### config.mk
export PLATFORM = sky130hd
export DESIGN_NAME = lru_block_cache_directory
export DESIGN_NICKNAME = d
export VERILOG_FILES = /design/src/lcd_pkg.sv /design/src/lcd_ram.sv /design/src/lcd_scan.sv /design/src/lru_block_cache_directory.sv
export SDC_FILE = /design/constraint.sdc
export NUM_CORES = 2
export LEC_CHECK = 0
export ABC_AREA = 1
export BUFFER_PORTS_ARGS = -buffer_cell sky130_fd_sc_hd__buf_2
export CAP_MARGIN = 15
export CORE_ASPECT_RATIO = 0.6
export CORE_MARGIN = 2
export CORE_UTILIZATION = 56
export DETAILED_ROUTE_END_ITERATION = 12
export PLACE_DENSITY = 0.81
export SLEW_MARGIN = 20
export SYNTH_ARGS = -nofsm -noshare
export SYNTH_HDL_FRONTEND = slang
export SYNTH_SLANG_ARGS = --single-unit
export TNS_END_PERCENT = 10
### constraint.sdc
create_clock -name clk -period 5.31 [get_ports clk]
set_input_delay 1.062 -clock clk [delete_from_list [all_inputs] [get_ports clk]]
set_output_delay 1.062 -clock clk [all_outputs]
set_load 0.03 [all_outputs]
### src/lcd_pkg.sv
// ----------------------------------------------------------------------------
// lcd_pkg
// Sizes, codes and shared types of the LRU block cache directory.
// ----------------------------------------------------------------------------
`default_nettype none

package lcd_pkg;

	// Directory size and derived widths.
	localparam int MAX_ENTRIES = 16;
	localparam int IDX_W       = (MAX_ENTRIES > 1) ? $clog2(MAX_ENTRIES) : 1;
	localparam int CNT_W       = $clog2(MAX_ENTRIES + 1);

	// Field widths.
	localparam int ADDR_W  = 32;
	localparam int STAMP_W = 32;
	localparam int LIMIT_W = 5;
	localparam int SLOT_W  = 4;
	localparam int CMP_W   = (CNT_W > LIMIT_W) ? CNT_W : LIMIT_W;

	localparam logic [LIMIT_W-1:0] LIMIT_RESET = LIMIT_W'(16);

	// Operation codes.
	localparam logic OP_READ  = 1'b0;
	localparam logic OP_INVAL = 1'b1;

	// One compare step of the scan.
	typedef struct packed {
		logic             valid;
		logic             first;
		logic [IDX_W-1:0] idx;
	} scan_req_t;

	// What the scan unit reports back.
	typedef struct packed {
		logic              match;
		logic [IDX_W-1:0]  min_idx;
		logic [ADDR_W-1:0] min_addr;
	} scan_res_t;

endpackage

`default_nettype wire

### src/lcd_ram.sv
// ----------------------------------------------------------------------------
// lcd_ram
// Generic single-write, single-read RAM with a registered read port.
// ----------------------------------------------------------------------------
`default_nettype none

module lcd_ram #(
	parameter int WIDTH = 32,
	parameter int DEPTH = 16
) (
	input  wire logic                  clk,
	input  wire logic                  we,
	input  wire logic [((DEPTH > 1) ? $clog2(DEPTH) : 1)-1:0] waddr,
	input  wire logic [WIDTH-1:0]      wdata,
	input  wire logic [((DEPTH > 1) ? $clog2(DEPTH) : 1)-1:0] raddr,
	output logic      [WIDTH-1:0]      rdata
);

	logic [WIDTH-1:0] mem_q [DEPTH];

	// Write port and registered read port.
	always_ff @(posedge clk) begin
		if (we) begin
			mem_q[waddr] <= wdata;
		end
		rdata <= mem_q[raddr];
	end

endmodule

`default_nettype wire

### src/lcd_scan.sv
// ----------------------------------------------------------------------------
// lcd_scan
// Shared compare unit: address match and running oldest-stamp search.
// ----------------------------------------------------------------------------
`default_nettype none

module lcd_scan import lcd_pkg::*; (
	input  wire logic                clk,
	input  wire scan_req_t           req,
	input  wire logic [ADDR_W-1:0]   key,
	input  wire logic [ADDR_W-1:0]   rd_addr,
	input  wire logic [STAMP_W-1:0]  rd_stamp,
	output scan_res_t                res
);

	logic [STAMP_W-1:0] min_stamp_q;
	logic [IDX_W-1:0]   min_idx_q;
	logic [ADDR_W-1:0]  min_addr_q;
	logic               take;

	// A strictly smaller stamp replaces the minimum, so ties keep the lowest index.
	assign take = req.valid && (req.first || (rd_stamp < min_stamp_q));

	always_ff @(posedge clk) begin
		if (take) begin
			min_stamp_q <= rd_stamp;
			min_idx_q   <= req.idx;
			min_addr_q  <= rd_addr;
		end
	end

	// The match is reported in the cycle the entry is compared.
	assign res.match    = req.valid && (rd_addr == key);
	assign res.min_idx  = min_idx_q;
	assign res.min_addr = min_addr_q;

endmodule

`default_nettype wire

### src/lru_block_cache_directory.sv
// ----------------------------------------------------------------------------
// lru_block_cache_directory
// Directory of a fully associative block cache with LRU replacement.
// ----------------------------------------------------------------------------
// The block takes one command word at a time and is stalled until its result
// word is formed. How long a command takes is set by the scan, which reads
// one entry per cycle through the single read port of the address and stamp
// memories and compares it in the shared compare unit. A result word waits
// in an output register, so the next command is taken while the result is
// still stalled. A read reports the slot holding the address, and on a miss
// whether an entry was evicted and that block data must be fetched. An
// invalidate compacts the directory by moving the last entry into the freed
// slot. No clearing pass is needed after reset.
// ----------------------------------------------------------------------------
`default_nettype none

module lru_block_cache_directory import lcd_pkg::*; (
	input  wire logic                clk,
	input  wire logic                arst_n,
	// Command channel.
	input  wire logic                cmd_valid,
	output logic                     cmd_stall,
	input  wire logic                opcode,
	input  wire logic [ADDR_W-1:0]   block_addr,
	// Result channel.
	output logic                     res_valid,
	input  wire logic                res_stall,
	output logic                     hit,
	output logic      [SLOT_W-1:0]   slot,
	output logic                     fetch_needed,
	output logic                     evicted,
	output logic      [ADDR_W-1:0]   evicted_addr,
	output logic                     removed,
	// Configuration channel.
	input  wire logic                cfg_valid,
	output logic                     cfg_ready,
	input  wire logic [LIMIT_W-1:0]  cfg_data
);

	localparam logic [2:0] ST_IDLE   = 3'd0;
	localparam logic [2:0] ST_SCAN   = 3'd1;
	localparam logic [2:0] ST_DECIDE = 3'd2;
	localparam logic [2:0] ST_MOVE   = 3'd3;
	localparam logic [2:0] ST_APPEND = 3'd4;
	localparam logic [2:0] ST_DONE   = 3'd5;

	logic [2:0]         state_q;
	logic               op_q;
	logic [ADDR_W-1:0]  key_q;
	logic [CNT_W-1:0]   count_q;
	logic [CNT_W-1:0]   iss_q;
	logic [STAMP_W-1:0] ctr_q;
	logic [LIMIT_W-1:0] limit_q;
	logic               chk_valid_s1;
	logic [IDX_W-1:0]   chk_idx_s1;
	logic               found_q;
	logic [IDX_W-1:0]   found_idx_q;
	logic [IDX_W-1:0]   dst_q;

	// Result staging while the command is at work.
	logic               r_hit_q;
	logic [IDX_W-1:0]   r_slot_q;
	logic               r_fetch_q;
	logic               r_ev_q;
	logic [ADDR_W-1:0]  r_evaddr_q;
	logic               r_rem_q;

	// Output register.
	logic               res_valid_q;
	logic               hit_q;
	logic [SLOT_W-1:0]  slot_q;
	logic               fetch_q;
	logic               ev_q;
	logic [ADDR_W-1:0]  evaddr_q;
	logic               rem_q;

	logic               accept;
	logic               issue;
	logic               scan_done;
	logic               load_res;
	logic               full;
	logic [IDX_W-1:0]   last_idx;
	logic [CMP_W-1:0]   lim_raw;
	logic [CMP_W-1:0]   lim;
	logic [IDX_W-1:0]   raddr;
	logic [IDX_W-1:0]   waddr;
	logic               addr_we;
	logic               stamp_we;
	logic [ADDR_W-1:0]  addr_wdata;
	logic [STAMP_W-1:0] stamp_wdata;
	logic [ADDR_W-1:0]  rd_addr;
	logic [STAMP_W-1:0] rd_stamp;
	scan_req_t          sreq;
	scan_res_t          sres;

	// Handshakes.
	assign cmd_stall = (state_q != ST_IDLE);
	assign accept    = cmd_valid && !cmd_stall;
	assign cfg_ready = 1'b1;
	assign load_res  = (state_q == ST_DONE) && (!res_valid_q || !res_stall);

	// Effective limit: zero acts as one, anything above the size as the size.
	assign lim_raw = CMP_W'(limit_q);
	always_comb begin
		lim = lim_raw;
		if (lim_raw == CMP_W'(0)) begin
			lim = CMP_W'(1);
		end else if (lim_raw > CMP_W'(MAX_ENTRIES)) begin
			lim = CMP_W'(MAX_ENTRIES);
		end
	end
	assign full     = (CMP_W'(count_q) >= lim) && (count_q != CNT_W'(0));
	assign last_idx = IDX_W'(count_q - CNT_W'(1));

	// Scan control: one entry read per cycle, each compared in the cycle after its read.
	assign scan_done = chk_valid_s1 && (sres.match || (chk_idx_s1 == last_idx));
	assign issue     = (state_q == ST_SCAN) && (iss_q < count_q) && !scan_done;
	assign raddr     = (state_q == ST_SCAN) ? iss_q[IDX_W-1:0] : last_idx;

	assign sreq.valid = chk_valid_s1;
	assign sreq.first = (chk_idx_s1 == IDX_W'(0));
	assign sreq.idx   = chk_idx_s1;

	// Write port of the entry memories.
	always_comb begin
		addr_we     = 1'b0;
		stamp_we    = 1'b0;
		waddr       = dst_q;
		addr_wdata  = rd_addr;
		stamp_wdata = rd_stamp;
		unique case (state_q)
			ST_DECIDE: begin
				if ((op_q == OP_READ) && found_q) begin
					stamp_we    = 1'b1;
					waddr       = found_idx_q;
					stamp_wdata = ctr_q;
				end
			end
			ST_MOVE: begin
				addr_we  = 1'b1;
				stamp_we = 1'b1;
			end
			ST_APPEND: begin
				addr_we     = 1'b1;
				stamp_we    = 1'b1;
				waddr       = IDX_W'(count_q);
				addr_wdata  = key_q;
				stamp_wdata = ctr_q;
			end
			default: begin
			end
		endcase
	end

	lcd_ram #(
		.WIDTH (ADDR_W),
		.DEPTH (MAX_ENTRIES)
	) u_addr_ram (
		.clk   (clk),
		.we    (addr_we),
		.waddr (waddr),
		.wdata (addr_wdata),
		.raddr (raddr),
		.rdata (rd_addr)
	);

	lcd_ram #(
		.WIDTH (STAMP_W),
		.DEPTH (MAX_ENTRIES)
	) u_stamp_ram (
		.clk   (clk),
		.we    (stamp_we),
		.waddr (waddr),
		.wdata (stamp_wdata),
		.raddr (raddr),
		.rdata (rd_stamp)
	);

	lcd_scan u_scan (
		.clk      (clk),
		.req      (sreq),
		.key      (key_q),
		.rd_addr  (rd_addr),
		.rd_stamp (rd_stamp),
		.res      (sres)
	);

	// Sequencer and control state.
	always_ff @(posedge clk or negedge arst_n) begin
		if (!arst_n) begin
			state_q      <= ST_IDLE;
			count_q      <= '0;
			ctr_q        <= '0;
			limit_q      <= LIMIT_RESET;
			chk_valid_s1 <= 1'b0;
			found_q      <= 1'b0;
			res_valid_q  <= 1'b0;
		end else begin
			if (cfg_valid && cfg_ready) begin
				limit_q <= cfg_data;
			end
			chk_valid_s1 <= issue;
			// A new result word replaces the one leaving in the same cycle.
			if (load_res) begin
				res_valid_q <= 1'b1;
			end else if (res_valid_q && !res_stall) begin
				res_valid_q <= 1'b0;
			end
			unique case (state_q)
				ST_IDLE: begin
					if (accept) begin
						found_q <= 1'b0;
						if (opcode == OP_READ) begin
							ctr_q <= ctr_q + STAMP_W'(1);
						end
						state_q <= (count_q == CNT_W'(0)) ? ST_DECIDE : ST_SCAN;
					end
				end
				ST_SCAN: begin
					if (chk_valid_s1 && sres.match) begin
						found_q <= 1'b1;
					end
					if (scan_done) begin
						state_q <= ST_DECIDE;
					end
				end
				ST_DECIDE: begin
					if (op_q == OP_INVAL) begin
						state_q <= found_q ? ST_MOVE : ST_DONE;
					end else if (found_q) begin
						state_q <= ST_DONE;
					end else if (full) begin
						state_q <= ST_MOVE;
					end else begin
						state_q <= ST_APPEND;
					end
				end
				ST_MOVE: begin
					count_q <= count_q - CNT_W'(1);
					state_q <= (op_q == OP_INVAL) ? ST_DONE : ST_APPEND;
				end
				ST_APPEND: begin
					count_q <= count_q + CNT_W'(1);
					state_q <= ST_DONE;
				end
				ST_DONE: begin
					if (load_res) begin
						state_q <= ST_IDLE;
					end
				end
				default: begin
					state_q <= ST_IDLE;
				end
			endcase
		end
	end

	// Command payload, scan indexes and result staging.
	always_ff @(posedge clk) begin
		chk_idx_s1 <= iss_q[IDX_W-1:0];
		if (accept) begin
			op_q       <= opcode;
			key_q      <= block_addr;
			iss_q      <= '0;
			r_hit_q    <= 1'b0;
			r_slot_q   <= '0;
			r_fetch_q  <= 1'b0;
			r_ev_q     <= 1'b0;
			r_evaddr_q <= '0;
			r_rem_q    <= 1'b0;
		end
		if (issue) begin
			iss_q <= iss_q + CNT_W'(1);
		end
		if ((state_q == ST_SCAN) && chk_valid_s1 && sres.match) begin
			found_idx_q <= chk_idx_s1;
		end
		if (state_q == ST_DECIDE) begin
			if (op_q == OP_INVAL) begin
				if (found_q) begin
					dst_q   <= found_idx_q;
					r_hit_q <= 1'b1;
					r_rem_q <= 1'b1;
				end
			end else if (found_q) begin
				r_hit_q  <= 1'b1;
				r_slot_q <= found_idx_q;
			end else if (full) begin
				dst_q      <= sres.min_idx;
				r_ev_q     <= 1'b1;
				r_evaddr_q <= sres.min_addr;
			end
		end
		if (state_q == ST_APPEND) begin
			r_slot_q  <= IDX_W'(count_q);
			r_fetch_q <= 1'b1;
		end
		if (load_res) begin
			hit_q    <= r_hit_q;
			slot_q   <= SLOT_W'(r_slot_q);
			fetch_q  <= r_fetch_q;
			ev_q     <= r_ev_q;
			evaddr_q <= r_evaddr_q;
			rem_q    <= r_rem_q;
		end
	end

	// Result word.
	assign res_valid    = res_valid_q;
	assign hit          = hit_q;
	assign slot         = slot_q;
	assign fetch_needed = fetch_q;
	assign evicted      = ev_q;
	assign evicted_addr = evaddr_q;
	assign removed      = rem_q;

endmodule

`default_nettype wire

==> results by group <==
Outcome
  – Status: completed

Route
  – WL/cell: 24.3 µm
  – DRC: 0
  – Vias per inst: 6.21
  – Drt total wl: 138000 µm
  – Starting DRT DRC Count: 6118
  – Total number of vias: 35400
  – Post-DRT Antenna Nets: 0
  – Pre-Repair DR Iteration Count: 9

Finish
  – Fillers: 6543
  – Layout cells sized above 1: 9.85%
  – Final net count: 4448
  – Non-filler instance count after layout: 5703
  – Area growth, synth to finish: 11.3%

Timing
  – Max-slew violation count: 0
  – Clock skew: 45.3 ps
  – Fmax: 261 MHz
  – RSZ-0062 raised after global routing: false
  – Final setup vio count: 0
  – Worst Tran Pin Value: 1180 ps
  – Hold Vio Cnt, Final: 0
  – Final period utilization: 72.1%
  – Slew headroom: 20.8%
  – Setup TNS: 0 ps
  – Period minus WS final: 3830 ps

GRT
  – Most used routing layer: met1
  – Met2 Usage GRT: 39.1%
  – Initial antenna violation count: 4
  – Met3 Use GR: 10.6%
  – GR Overflow Total: 0
  – Vias in the first global route: 33300
  – Global routing usage on met1: 41.7%
  – First-pass GRT wire length: 205000 µm
  – Tot GR Track Use: 28.0%
  – Pin count of the biggest net entering global routing: 147

Critical path
  – CP peak stage delay: 840 ps
  – CP Capture Type: flop
  – CP Data Required Time: 5730 ps
  – WP depth: 10
  – CP Max Fanout: 22
  – Bufs and invs on worst path: 3
  – Cells on worst reg2reg path: 10
  – Cell family with most CP delay: simple AND/OR/NAND/NOR gates
  – Crit-path cells: inv_2 > nand3_1 > nor2_1 > inv_2 > o21ai_0 > a21oi_1 > nor2_1 > nand2_1 > nor2_4 > buf_4
  – Data arrival, critical path: 4250 ps
  – Slowest-stage cell, CP: nor2_4
  – CP Class: reg -> reg
  – CP startpoint kind: flop

Synthesis
  – Post-synthesis cell area: 0.0531 mm²
  – Synth area leader: edfxtp_1
  – Async SR Flop Fraction: 3.60%
  – Synth area leaders: edfxtp_1 67%, nor2_1 5.3%, dfxtp_1 4.1%
  – YS warnings: 0
  – Cell variety after synth: 52
  – Syn nets: 4377
  – Yosys top cell area share: 66.6%
  – Top cells by count, synth: 1178 x edfxtp_1, 754 x nor2_1, 475 x nand2_1
  – Most common cell in the synthesized netlist: edfxtp_1
  – Synth Area per Inst: 12.4 µm²
  – Post-synth EDFFs: 1178
  – Top_reg_cell synth: edfxtp_1
  – Number of synthesized register bits: 1334
  – Mapped Cells: 4290
  – Sequential-to-total area share from yosys stat: 73.0%

Power
  – Max VDD drop: 0.697 mV
  – Cell Pwr Density: 699 mW/mm²
  – P_leak: 20.7 nW

Place
  – RD Place Congestion: 0.906
  – Placed Cells incl. Taps: 5493
  – Dpl hpwl: 85000 µm
  – Port bufs: 84

Clocking
  – CTS Buffer Depth: 3
  – Sink Count: 1334
  – Num CTS Buffers: 109
  – Root Driver: clkbuf_16
  – CTS tree: done
  – Post-CTS setup buffers: 0
  – Worst-skew pair later-pin latency: 740 ps
  – H-tree depth: 3
  – # hold bufs at CTS: 0
  – Post-CTS sizing: 0
  – CTS clk-pin slew, worst paths: 70 ps

Die
  – Die area: 0.0974 mm²
  – Site Rows: 87
  – Ports: 86
  – Core Area: 0.0939 mm²
  – Die X: 402 µm
  – Initial core utilization: 56.5%
  – Die Height: 243 µm

Hold path
  – Worst hold path cell count: 0
  – Worst hold path class: reg -> reg

Run
  – Maxcap violations: 0
[worst register-to-register path, delay by kind of cell (launching register included)]
kind / cells / cell delay [ps]
buf+inv: 3 / 640
flops: 1 / 400
compound gates: 2 / 460
simple gates: 5 / 2020
[sequential cells by signal, summed over array words and instances (netlist names), 5 cells and up]
register / count
u_addr_ram.mem_q: 512
u_stamp_ram.mem_q: 512
ctr_q: 32
evicted_addr: 32
key_q: 32
r_evaddr_q: 32
u_addr_ram.rdata: 32
u_scan.min_addr_q: 32
u_scan.min_stamp_q: 32
u_stamp_ram.rdata: 32
count_q: 5
iss_q: 5
lim_raw: 5
[cell type report]
type | count | area (µm²) | share of cell area (%)
inverter | 228 | 865 | 1.46
multi-input combinational | 2489 | 12600 | 21.4
clock inverter | 53 | 533 | 0.902
antenna | 1 | 2.50 | 0.00424
timing repair buffer | 199 | 1670 | 2.83
tap | 1246 | 1560 | 2.64
clock buffer | 153 | 3050 | 5.17
sequential | 1334 | 38700 | 65.6
[worst paths after layout]
check,startpoint,to,slack [ps]
max,state_q[2],u_addr_ram.mem_q[7][7],1480
min,r_evaddr_q[9],evicted_addr[9],430
max reg2reg,state_q[2],u_addr_ram.mem_q[7][7],1480
min reg2reg,r_evaddr_q[9],evicted_addr[9],430
max in group asynchronous,arst_n,ctr_q[12],4420
min in group asynchronous,arst_n,lim_raw[2],450
[cell families (layout without fill, tap and decap cells)]
group / count (synthesis) / count (layout) / share of synthesized area (%)
AOI/OAI and AO/OA: 966 / 966 / 10.6
DFF: 1334 / 1334 / 73.0
muxes: 1 / 1 / 0.0212
other: 1 / 2 / 0.00706
adders and majority gates: 44 / 44 / 1.04
xor gates and xnor gates: 41 / 41 / 0.676
and+or+nand+nor: 1436 / 1436 / 10.8
buffers and inverters: 467 / 633 / 3.85
[where the power goes]
part           switching, mW  internal [mW]  total, mW
combinational           13.1           4.73       17.9
sequential             0.848           14.4       15.2
clock                   3.76           4.38       8.14
[cell usage in the layout (no fill, tap or decap), types with 26 or more instances in the layout]
cell type  Yosys  routed
nor2_1       754     719
edfxtp_1    1178    1178
inv_1        216     216
buf_4         16      89
dfrtp_1       47      47
dfxtp_1      108     108
o211ai_1     259     259
clkbuf_16      0     110
buf_2        110      84
o21ai_1      216     216
o221ai_1      26      26
nand2_1      475     475
nand3_1      142     142
a21oi_1       43      42
clkbuf_1      94      29
nor2_4         1      37
ha_1          44      44
xor2_1        36      36
o21ai_0      401     394
[per-layer routing]
layer,up-vias,share of wire (%)
li1,15500,-
met1,17200,40
met2,2498,42
met3,259,16
met4,8,2.1
met5,-,0.16
[per-stage QoR]
step | utilization [%] | cell area (µm²) | power, mW | setup WS [ps] | hold slack (ps)
6_report | 62.9 | 59100 | 41.3 | 1480 | 430
3_5_place_dp | 58.9 | 55400 | 32.6 | 1640 | 419
2_1_floorplan | - | 53100 | 26.6 | 315 | 408
3_3_place_gp | 58.7 | 55100 | 31.9 | 1670 | 414
5_1_grt | 62.9 | 59100 | 43.2 | 1250 | 440
4_1_cts | 62.8 | 59000 | 40.7 | 1600 | 425
No activity file was read; power rests on OpenSTA's default activity.
